===== config.mk =====
export PLATFORM = sky130hd
export DESIGN_NAME = line_rasterizer_unit
export DESIGN_NICKNAME = d
export VERILOG_FILES = /design/src/hdl/lr_pkg.sv /design/src/hdl/lr_ctrl.sv /design/src/hdl/lr_datapath.sv /design/src/hdl/line_rasterizer_unit.sv
export SDC_FILE = /design/constraint.sdc
export NUM_CORES = 1
export LEC_CHECK = 0
export BUFFER_PORTS_ARGS = -buffer_cell sky130_fd_sc_hd__buf_2
export CORE_ASPECT_RATIO = 0.9
export CORE_MARGIN = 10
export CORE_UTILIZATION = 40
export DETAILED_ROUTE_END_ITERATION = 8
export PLACE_DENSITY = 0.59
export SLEW_MARGIN = 5
export SYNTH_ARGS = -nofsm -noshare
export SYNTH_HDL_FRONTEND = slang
export SYNTH_HIERARCHICAL = 1
export SYNTH_SLANG_ARGS = --single-unit

===== constraint.sdc =====
create_clock -name clk_i -period 28.1 [get_ports clk_i]
set_input_delay 2.81 -clock clk_i [delete_from_list [all_inputs] [get_ports clk_i]]
set_output_delay 2.81 -clock clk_i [all_outputs]
set_load 0.01 [all_outputs]

===== src/hdl/lr_pkg.sv =====
// Shared constants and types for the line rasterizer.
package lr_pkg;

  // Width of one coordinate
  localparam int unsigned COORD_BITS = 6;
  // Width of the color word
  localparam int unsigned COLOR_BITS = 16;
  // Error term: signed, it spans minus to plus the major span
  localparam int unsigned ERR_BITS   = COORD_BITS + 2;

  typedef logic [COORD_BITS-1:0] coord_t;
  typedef logic [COLOR_BITS-1:0] color_t;
  typedef logic signed [ERR_BITS-1:0] err_t;

  // Controller states, one-hot
  typedef enum logic [2:0] {
    ST_IDLE  = 3'b001,
    ST_SETUP = 3'b010,
    ST_WALK  = 3'b100
  } lr_state_e;

  // Commands from controller to datapath
  typedef struct packed {
    logic load;   // capture a new request
    logic setup;  // orient the line and seed the walk
    logic step;   // emit one pixel and advance
  } lr_cmd_t;

  // Status from datapath to controller
  typedef struct packed {
    logic at_end;     // current pixel is the last of the line
    logic out_valid;  // output register holds a pixel
  } lr_status_t;

endpackage


===== src/hdl/lr_ctrl.sv =====
// Controller state machine for the line rasterizer.
module lr_ctrl (
  input  logic               clk_i,
  input  logic               rst_ni,
  input  logic               in_valid_i,
  output logic               in_stall_o,
  input  logic               out_stall_i,
  input  lr_pkg::lr_status_t status_i,
  output lr_pkg::lr_cmd_t    cmd_o
);
  import lr_pkg::*;

  lr_state_e state_q, state_d;
  logic      out_free;

  // Output slot is free when empty or being taken this cycle
  assign out_free = !status_i.out_valid || !out_stall_i;

  assign in_stall_o  = (state_q != ST_IDLE);
  assign cmd_o.load  = (state_q == ST_IDLE) && in_valid_i;
  assign cmd_o.setup = (state_q == ST_SETUP);
  assign cmd_o.step  = (state_q == ST_WALK) && out_free;

  // Advance through capture, setup and pixel walk
  always_comb begin
    state_d = state_q;
    case (state_q)
      ST_IDLE: begin
        if (in_valid_i) state_d = ST_SETUP;
      end
      ST_SETUP: begin
        state_d = ST_WALK;
      end
      ST_WALK: begin
        if (cmd_o.step && status_i.at_end) state_d = ST_IDLE;
      end
      default: begin
        state_d = ST_IDLE;
      end
    endcase
  end

  always_ff @(posedge clk_i or negedge rst_ni) begin
    if (!rst_ni) begin
      state_q <= ST_IDLE;
    end else begin
      state_q <= state_d;
    end
  end

endmodule


===== src/hdl/lr_datapath.sv =====
// Datapath for the line rasterizer: endpoint registers, error walk, output register.
module lr_datapath (
  input  logic               clk_i,
  input  logic               rst_ni,
  input  lr_pkg::lr_cmd_t    cmd_i,
  output lr_pkg::lr_status_t status_o,
  input  lr_pkg::coord_t     start_x_i,
  input  lr_pkg::coord_t     start_y_i,
  input  lr_pkg::coord_t     end_x_i,
  input  lr_pkg::coord_t     end_y_i,
  input  lr_pkg::color_t     line_color_i,
  input  logic               out_stall_i,
  output logic               out_valid_o,
  output lr_pkg::coord_t     pixel_x_o,
  output lr_pkg::coord_t     pixel_y_o,
  output lr_pkg::color_t     pixel_color_o,
  output logic               last_pixel_o
);
  import lr_pkg::*;

  // Captured request
  coord_t ax_q, ay_q, bx_q, by_q;
  color_t color_q;

  // Walk state
  logic   steep_q;
  logic   dir_neg_q;
  coord_t major_q, end_q, minor_q, span_q, rise_q;
  err_t   err_q;

  // Output register
  logic   out_valid_q;
  coord_t px_q, py_q;
  color_t pc_q;
  logic   last_q;

  // Setup terms
  coord_t adx, ady, sax, say, sbx, sby, lo_maj, lo_min, hi_maj, hi_min, span_s, rise_s;
  logic   steep, swap;

  // Walk terms
  err_t   err_sub;
  logic   at_end;

  // Orient the line: exchange axes when steep, order by major coordinate
  always_comb begin
    adx    = (bx_q > ax_q) ? (bx_q - ax_q) : (ax_q - bx_q);
    ady    = (by_q > ay_q) ? (by_q - ay_q) : (ay_q - by_q);
    steep  = ady > adx;
    sax    = steep ? ay_q : ax_q;
    say    = steep ? ax_q : ay_q;
    sbx    = steep ? by_q : bx_q;
    sby    = steep ? bx_q : by_q;
    swap   = sax > sbx;
    lo_maj = swap ? sbx : sax;
    lo_min = swap ? sby : say;
    hi_maj = swap ? sax : sbx;
    hi_min = swap ? say : sby;
    span_s = hi_maj - lo_maj;
    rise_s = (hi_min > lo_min) ? (hi_min - lo_min) : (lo_min - hi_min);
  end

  assign err_sub = err_q - err_t'({2'b00, rise_q});
  assign at_end  = (major_q == end_q);

  assign status_o.at_end    = at_end;
  assign status_o.out_valid = out_valid_q;

  // Capture the request
  always_ff @(posedge clk_i) begin
    if (cmd_i.load) begin
      ax_q    <= start_x_i;
      ay_q    <= start_y_i;
      bx_q    <= end_x_i;
      by_q    <= end_y_i;
      color_q <= line_color_i;
    end
  end

  // Seed and advance the walk
  always_ff @(posedge clk_i) begin
    if (cmd_i.setup) begin
      steep_q   <= steep;
      major_q   <= lo_maj;
      end_q     <= hi_maj;
      minor_q   <= lo_min;
      span_q    <= span_s;
      rise_q    <= rise_s;
      err_q     <= err_t'({2'b00, span_s >> 1});
      dir_neg_q <= lo_min > hi_min;
    end else if (cmd_i.step) begin
      major_q <= major_q + coord_t'(1);
      if (err_sub < 0) begin
        err_q   <= err_sub + err_t'({2'b00, span_q});
        minor_q <= dir_neg_q ? (minor_q - coord_t'(1)) : (minor_q + coord_t'(1));
      end else begin
        err_q <= err_sub;
      end
    end
  end

  // Load the output register on each step
  always_ff @(posedge clk_i) begin
    if (cmd_i.step) begin
      px_q   <= steep_q ? minor_q : major_q;
      py_q   <= steep_q ? major_q : minor_q;
      pc_q   <= color_q;
      last_q <= at_end;
    end
  end

  // Hold the pixel until taken
  always_ff @(posedge clk_i or negedge rst_ni) begin
    if (!rst_ni) begin
      out_valid_q <= 1'b0;
    end else if (cmd_i.step) begin
      out_valid_q <= 1'b1;
    end else if (!out_stall_i) begin
      out_valid_q <= 1'b0;
    end
  end

  assign out_valid_o   = out_valid_q;
  assign pixel_x_o     = px_q;
  assign pixel_y_o     = py_q;
  assign pixel_color_o = pc_q;
  assign last_pixel_o  = last_q;

endmodule


===== src/hdl/line_rasterizer_unit.sv =====
// Top level of the line rasterizer: controller, datapath and checks.
//
//  Channel  Direction  Handshake               Payload
//  in       input      in_valid_i / in_stall_o  start_x_i start_y_i end_x_i end_y_i line_color_i
//  out      output     out_valid_o / out_stall_i pixel_x_o pixel_y_o pixel_color_o last_pixel_o
//
// A line of major span N gives N + 1 pixels: the block captures the request,
// orients the line, then emits one pixel per cycle from the error-term walk while the output is not stalled.
// Reset clears the controller and the output valid only.
// A stall on the output holds the walk; the last pixel may wait while the next
// request is taken.
module line_rasterizer_unit (
  input  logic           clk_i,
  input  logic           rst_ni,
  input  logic           in_valid_i,
  output logic           in_stall_o,
  input  lr_pkg::coord_t start_x_i,
  input  lr_pkg::coord_t start_y_i,
  input  lr_pkg::coord_t end_x_i,
  input  lr_pkg::coord_t end_y_i,
  input  lr_pkg::color_t line_color_i,
  output logic           out_valid_o,
  input  logic           out_stall_i,
  output lr_pkg::coord_t pixel_x_o,
  output lr_pkg::coord_t pixel_y_o,
  output lr_pkg::color_t pixel_color_o,
  output logic           last_pixel_o
);
  import lr_pkg::*;

  lr_cmd_t    cmd;
  lr_status_t status;

  lr_ctrl u_ctrl (
    .clk_i       (clk_i),
    .rst_ni      (rst_ni),
    .in_valid_i  (in_valid_i),
    .in_stall_o  (in_stall_o),
    .out_stall_i (out_stall_i),
    .status_i    (status),
    .cmd_o       (cmd)
  );

  lr_datapath u_datapath (
    .clk_i         (clk_i),
    .rst_ni        (rst_ni),
    .cmd_i         (cmd),
    .status_o      (status),
    .start_x_i     (start_x_i),
    .start_y_i     (start_y_i),
    .end_x_i       (end_x_i),
    .end_y_i       (end_y_i),
    .line_color_i  (line_color_i),
    .out_stall_i   (out_stall_i),
    .out_valid_o   (out_valid_o),
    .pixel_x_o     (pixel_x_o),
    .pixel_y_o     (pixel_y_o),
    .pixel_color_o (pixel_color_o),
    .last_pixel_o  (last_pixel_o)
  );

  // An accepted request closes the input until the line is done
  assert property (@(posedge clk_i) disable iff (!rst_ni)
    (in_valid_i && !in_stall_o) |=> in_stall_o)
    else $error("input taken again right after a request");

  // A step never overwrites a pixel still waiting downstream
  assert property (@(posedge clk_i) disable iff (!rst_ni)
    cmd.step |-> (!out_valid_o || !out_stall_i))
    else $error("step overwrote a stalled pixel");

  // Stepping the last pixel reopens the input and flags the result
  assert property (@(posedge clk_i) disable iff (!rst_ni)
    (cmd.step && status.at_end) |=> (!in_stall_o && out_valid_o && last_pixel_o))
    else $error("line end not handled");

endmodule


# Word level (Yosys, flattened, before mapping)
# Index checks and enable logic that the tools add are counted.
# W data, S select, Z words.
# classes
add_sub_neg	12
order_cmp	7
eq_ne	8
n_reduce_logical	10
muxes	27
# ops
cell	n
$mux W6	19
$sub A6 B6 Y6	7
$gt A6 B6 Y1	6
$add A6 B1 Y6 const B	2
$mux W5	2
$pmux W3 S3	1
$add A8 B7 Y8	1
$lt A8 B1 Y1 const B	1
$mux W8	1
$sub A8 B7 Y8	1
$eq A6 B6 Y1	1
$mux W3	2
$sub A6 B1 Y6 const B	1
$ne A2 B2 Y1 const B	2
$reduce_and A2 Y1	2
$reduce_bool A2 Y1	2
$eq A3 B1 Y1 const B	1
$eq A3 B2 Y1 const B	1
$eq A3 B3 Y1 const B	1
$logic_and A1 B1 Y1	3
$ne A3 B1 Y1 const B	1
$logic_not A1 Y1	2
$mux W1	2
$ne A2 B1 Y1 const B	1
$logic_or A1 B1 Y1	1
# totals
word_cells	84
in_bits	44
out_inout_bits	31
regBits	113

# Longest topological paths before layout
# depth
ltp_word	8
ltp_mapped	45
depth_no_buf	40

# Hierarchy
# The synthesis kept the hierarchy.
# modules_own_cells
module	n_inst	seq_area_each_um2	area_each_um2	cells_per_inst
lr_datapath	1	3268.1	7384.6	691
lr_ctrl	1	76.3	173.9	16

# Worst setup path before layout
# Ideal clock, no wire load.
# synth_path
kind	flip-flop to flip-flop
from	register u_datapath.by_q[0]
to	register u_datapath.rise_q[5] (data pin)
path_slack_ps	19125
arrival_ps	8717
path_buffers	6
synth_period_minus_slack_ps	8975
path_stages_with_launch	46
setup_ps	258
t_required_ps	27842
cell_sequence	edfxtp_1 -> inv_1 -> ha_1 -> inv_1 -> fa_1 -> a21o_1 -> a21o_1 -> a21o_1 -> a21oi_1 -> a31oi_1 -> a211oi_1 -> a21oi_1 -> xor2_1 -> ha_1 -> and4_1 -> o21a_1 -> o31a_1 -> buf_6 -> [... 10 more ...] -> o32a_1 -> nor2_1 -> buf_2 -> clkbuf_1 -> o21ai_0 -> mux2_2 -> ha_1 -> inv_1 -> fa_1 -> a21o_1 -> a21oi_1 -> o21ai_0 -> o21ai_1 -> mux2_2 -> a21oi_1 -> o21ai_0 -> a31oi_1 -> xnor2_1
# synth_via
elab_chain_len	8
word_cells_on_any_way	16
classes_between	add/sub: 4; order compare: 4; mux: 8
# synth_rtl
element	line_no	text
from (decl)	lr_datapath.sv:22	coord_t ax_q, ay_q, bx_q, by_q;
from (signal assigned)	lr_datapath.sv:75	by_q <= end_y_i;
$sub A6 B6 Y6 or $gt A6 B6 Y1 (tied branches)	lr_datapath.sv:48	ady = (by_q > ay_q) ? (by_q - ay_q) : (ay_q - by_q);
$mux W6	lr_datapath.sv:48	
$gt A6 B6 Y1	lr_datapath.sv:49	steep = ady > adx;
$mux W6 (on tied branches)	lr_datapath.sv:50, lr_datapath.sv:52	
$gt A6 B6 Y1	lr_datapath.sv:54	swap = sax > sbx;
$mux W6 (on tied branches)	lr_datapath.sv:56, lr_datapath.sv:58	
$sub A6 B6 Y6 or $gt A6 B6 Y1 (tied branches)	lr_datapath.sv:60	rise_s = (hi_min > lo_min) ? (hi_min - lo_min) : (lo_min - hi_min);
$mux W6 *	lr_datapath.sv:60	
via u_datapath.rise_s[5]	lr_datapath.sv:38	coord_t adx, ady, sax, say, sbx, sby, lo_maj, lo_min, hi_maj, hi_min, span_s, rise_s;
to (signal assigned)	lr_datapath.sv:88	rise_q <= rise_s;
to (decl)	lr_datapath.sv:28	coord_t major_q, end_q, minor_q, span_q, rise_q;
# The timed path passes the listed nets; every way through them passes the cells marked *.
# A chain may end at the register's enable or synchronous reset.

# Final worst setup path
# Ends and elaborated chain as after synthesis.

==> impl_metrics.json <==
{
  "status": "completed",
  "core-area_um2": 18500,
  "worstSetupStartpointType": "flip-flop",
  "syn-num-nets": 822,
  "reg2reg_slack_ns": 18.11,
  "fin_skew_ns": 0.0154,
  "fin_crit_ns": 9.99,
  "synth-async-reset-ratio_pct": 3.54,
  "worstHoldPathType": "reg -> reg",
  "postCtsSetupBuffers": 0,
  "finalCritPeriodShare_pct": 35.6,
  "dieArea_um2": 24800,
  "grt_max_degree": 65,
  "clockRootBuffer": "clkbuf_16",
  "vias_per_cell": 5.37,
  "cp-end-kind": "flip-flop",
  "area_growth_pct": 15.3,
  "rows": 47,
  "synth-edff-count": 106,
  "cts_buffers": 17,
  "synth-main-ff-cell": "edfxtp_1",
  "yosysSeqAreaShare_pct": 44.2,
  "synthCells": 707,
  "drtIter0Drc": 420,
  "fmax_ghz": 0.100,
  "cts_hold_buffers": 0,
  "syn_avg_cell_area_um2": 10.7,
  "crit_path_max_incr_delay_ns": 0.60,
  "layout.nets": 896,
  "min_from": "u_datapath/color_q[6]$_DFFE_PP_",
  "drv_cap": 0,
  "clock_latency_ns": 0.41,
  "drt_wl_total_um": 19000,
  "startpoint": "u_datapath/by_q[0]$_DFFE_PP_",
  "setup_viol": 0,
  "num_vias": 5575,
  "drc": 0,
  "hold_viol_final": 0,
  "cts_tree": "built",
  "fin_tns_setup_ns": 0,
  "start_util_pct": 40.9,
  "synth_top_area_share_pct": 42.1,
  "finalMaxSlewViolations": 0,
  "ys_ff_latch": 113,
  "die_w_um": 165,
  "antenna_found_initial": 0,
  "die_h_um": 150,
  "reg2reg_from": "u_datapath/by_q[0]$_DFFE_PP_",
  "yosysWarnings": 6,
  "grt_pass1_vias": 5739,
  "ant_nets": 0,
  "worst_pin_slew_ns": 0.900,
  "clk_pin_slew_ns": 0.06,
  "ys_types": 62,
  "dr.pass1.iters": 5,
  "cp_data_required_time_ns": 28.26,
  "gp_congestion": 0.920,
  "post_cts_resized": 0,
  "io_buffers": 74,
  "cp_max_fo": 64,
  "yosys.area.top_type": "edfxtp_1",
  "synth_area_leaders": "edfxtp_1 42%, ha_1 10%, a21oi_1 4.6%, mux2i_1 4.0%, mux2_2 3.6%",
  "slowest_stage": "o32a_1",
  "cp.arrival_ns": 10.15,
  "layout-drive-gt1-share_pct": 19.3,
  "wl_per_cell_um": 18.3,
  "clock-sinks": 113,
  "synth.cell_area_um2": 7560,
  "io_pins": 75,
  "grt_use_total_pct": 15.7,
  "grt_pass1_wl_um": 30700,
  "htree_levels": 4,
  "worstSetupPathType": "reg -> reg",
  "relSlewSlack_pct": 39.6,
  "diodes": 0,
  "dp_hpwl_um": 14400,
  "clk_path_buf_depth": 2,
  "rsz0062_at_grt": "no",
  "grt_overflow": 0
}
==> stage by stage <==
stage / utilization, % / area [µm²] / setup WS, ns / hold WS [ns] / instances
after floorplan: - / 7560 / 19.12 / 0.400 / 707
after global placement: 44.2 / 8170 / 18.74 / 0.401 / 1007
after detailed placement: 44.2 / 8170 / 18.42 / 0.406 / 1007
after CTS: 47.2 / 8710 / 18.36 / 0.421 / 1039
after global routing: 47.2 / 8710 / 17.42 / 0.429 / 1039
final: 47.2 / 8710 / 18.11 / 0.419 / 1039
==> registers in the layout (all words and copies together), names as in the netlist, 3 cells and up <==
signal and count:
u_datapath/color_q 16, u_datapath/pixel_color_o 16, u_datapath/err_q 8, u_datapath/ax_q 6, u_datapath/ay_q 6, u_datapath/bx_q 6, u_datapath/by_q 6, u_datapath/end_q 6
u_datapath/major_q 6, u_datapath/minor_q 6, u_datapath/pixel_x_o 6, u_datapath/pixel_y_o 6, u_datapath/rise_q 6, u_datapath/span_q 6, u_ctrl/state_q 3
==> synthesized netlist by cell type (all sizes together), types with 8 or more instances <==
master,number
edfxtp,106
a21oi,70
inv,69
ha,62
nor2,41
nand2,36
o21ai,35
mux2i,31
xnor2,29
mux2,24
nand3,22
a21o,21
nor3,15
clkbuf,14
xor2,13
buf,11
fa,9
a211oi,8
==> cell families after synthesis <==
| logic type | share of synthesized area, % |
|---|---|
| fa+ha+maj | 13.3 |
| flops | 44.2 |
| mux | 8.14 |
| xor+xnor | 4.87 |
| buf+inv | 5.00 |
| compound gates | 14.6 |
| simple gates | 9.85 |
==> worst max-delay path, delay by kind of cell (launching register included) <==
kind	cells	cell delay, ns
AO/OA/AOI/OAI	21	4.60
adder cells (fa/ha/maj)	8	2.30
buffers and inverters	7	1.23
flip-flops	1	0.47
AND/OR/NAND/NOR	3	0.44
multiplexers	1	0.42
XOR/XNOR	2	0.27
==> layout make-up <==
| type | instances | area (µm²) |
|---|---|---|
| inverters | 69 | 259 |
| flip-flops and latches | 113 | 3340 |
| well taps | 245 | 307 |
| repair buffers | 80 | 415 |
| multi-input cells | 500 | 3840 |
| clock inverters | 14 | 116 |
| clock buffers | 18 | 429 |
| fillers | 1730 | 9750 |
==> worst paths after layout <==
| kind | end | cells past startpoint |
|---|---|---|
| min in group asynchronous | u_ctrl/state_q[2]$_DFFE_PN0P_ | 1 |
| worst max register to register | u_datapath/rise_q[5]$_DFFE_PP_ | 42 |
| worst max-delay path | u_datapath/rise_q[5]$_DFFE_PP_ | 42 |
| worst min register to register | u_datapath/pixel_color_o[6]$_DFFE_PP_ | 0 |
| max in group asynchronous | u_ctrl/state_q[0]$_DFFE_PN1P_ | 1 |
| worst min-delay path | u_datapath/pixel_color_o[6]$_DFFE_PP_ | 0 |
==> routing by layer <==
| layer | GRT usage (%) | wire, µm | vias up |
|---|---|---|---|
| met5 | 0 | 0 | - |
| met4 | 4.56 | 201 | 0 |
| met3 | 3.19 | 850 | 12 |
| met2 | 25.1 | 8920 | 147 |
| met1 | 21.1 | 9010 | 2687 |
| li1 | - | - | 2729 |
==> placed cells by master (no fill, tap or decap), types with 4 or more instances in the layout <==
cell,n
clkbuf_16,17
o21ai_0,34
a31o_2,4
mux2i_1,30
nand4_1,5
a21oi_1,70
o211ai_1,4
nor2_1,41
inv_1,68
fa_1,9
a21o_1,21
a31oi_1,4
o21a_1,4
buf_2,74
mux2_2,24
clkinv_2,4
edfxtp_1,106
nand3_1,22
ha_1,62
buf_4,6
a211oi_1,8
nand2_1,35
xnor2_1,29
xor2_1,13
o21bai_1,7
nor3_1,15
Power is not shown: default switching activity piles up to over one toggle a cycle in this logic, so the estimate is an artifact.
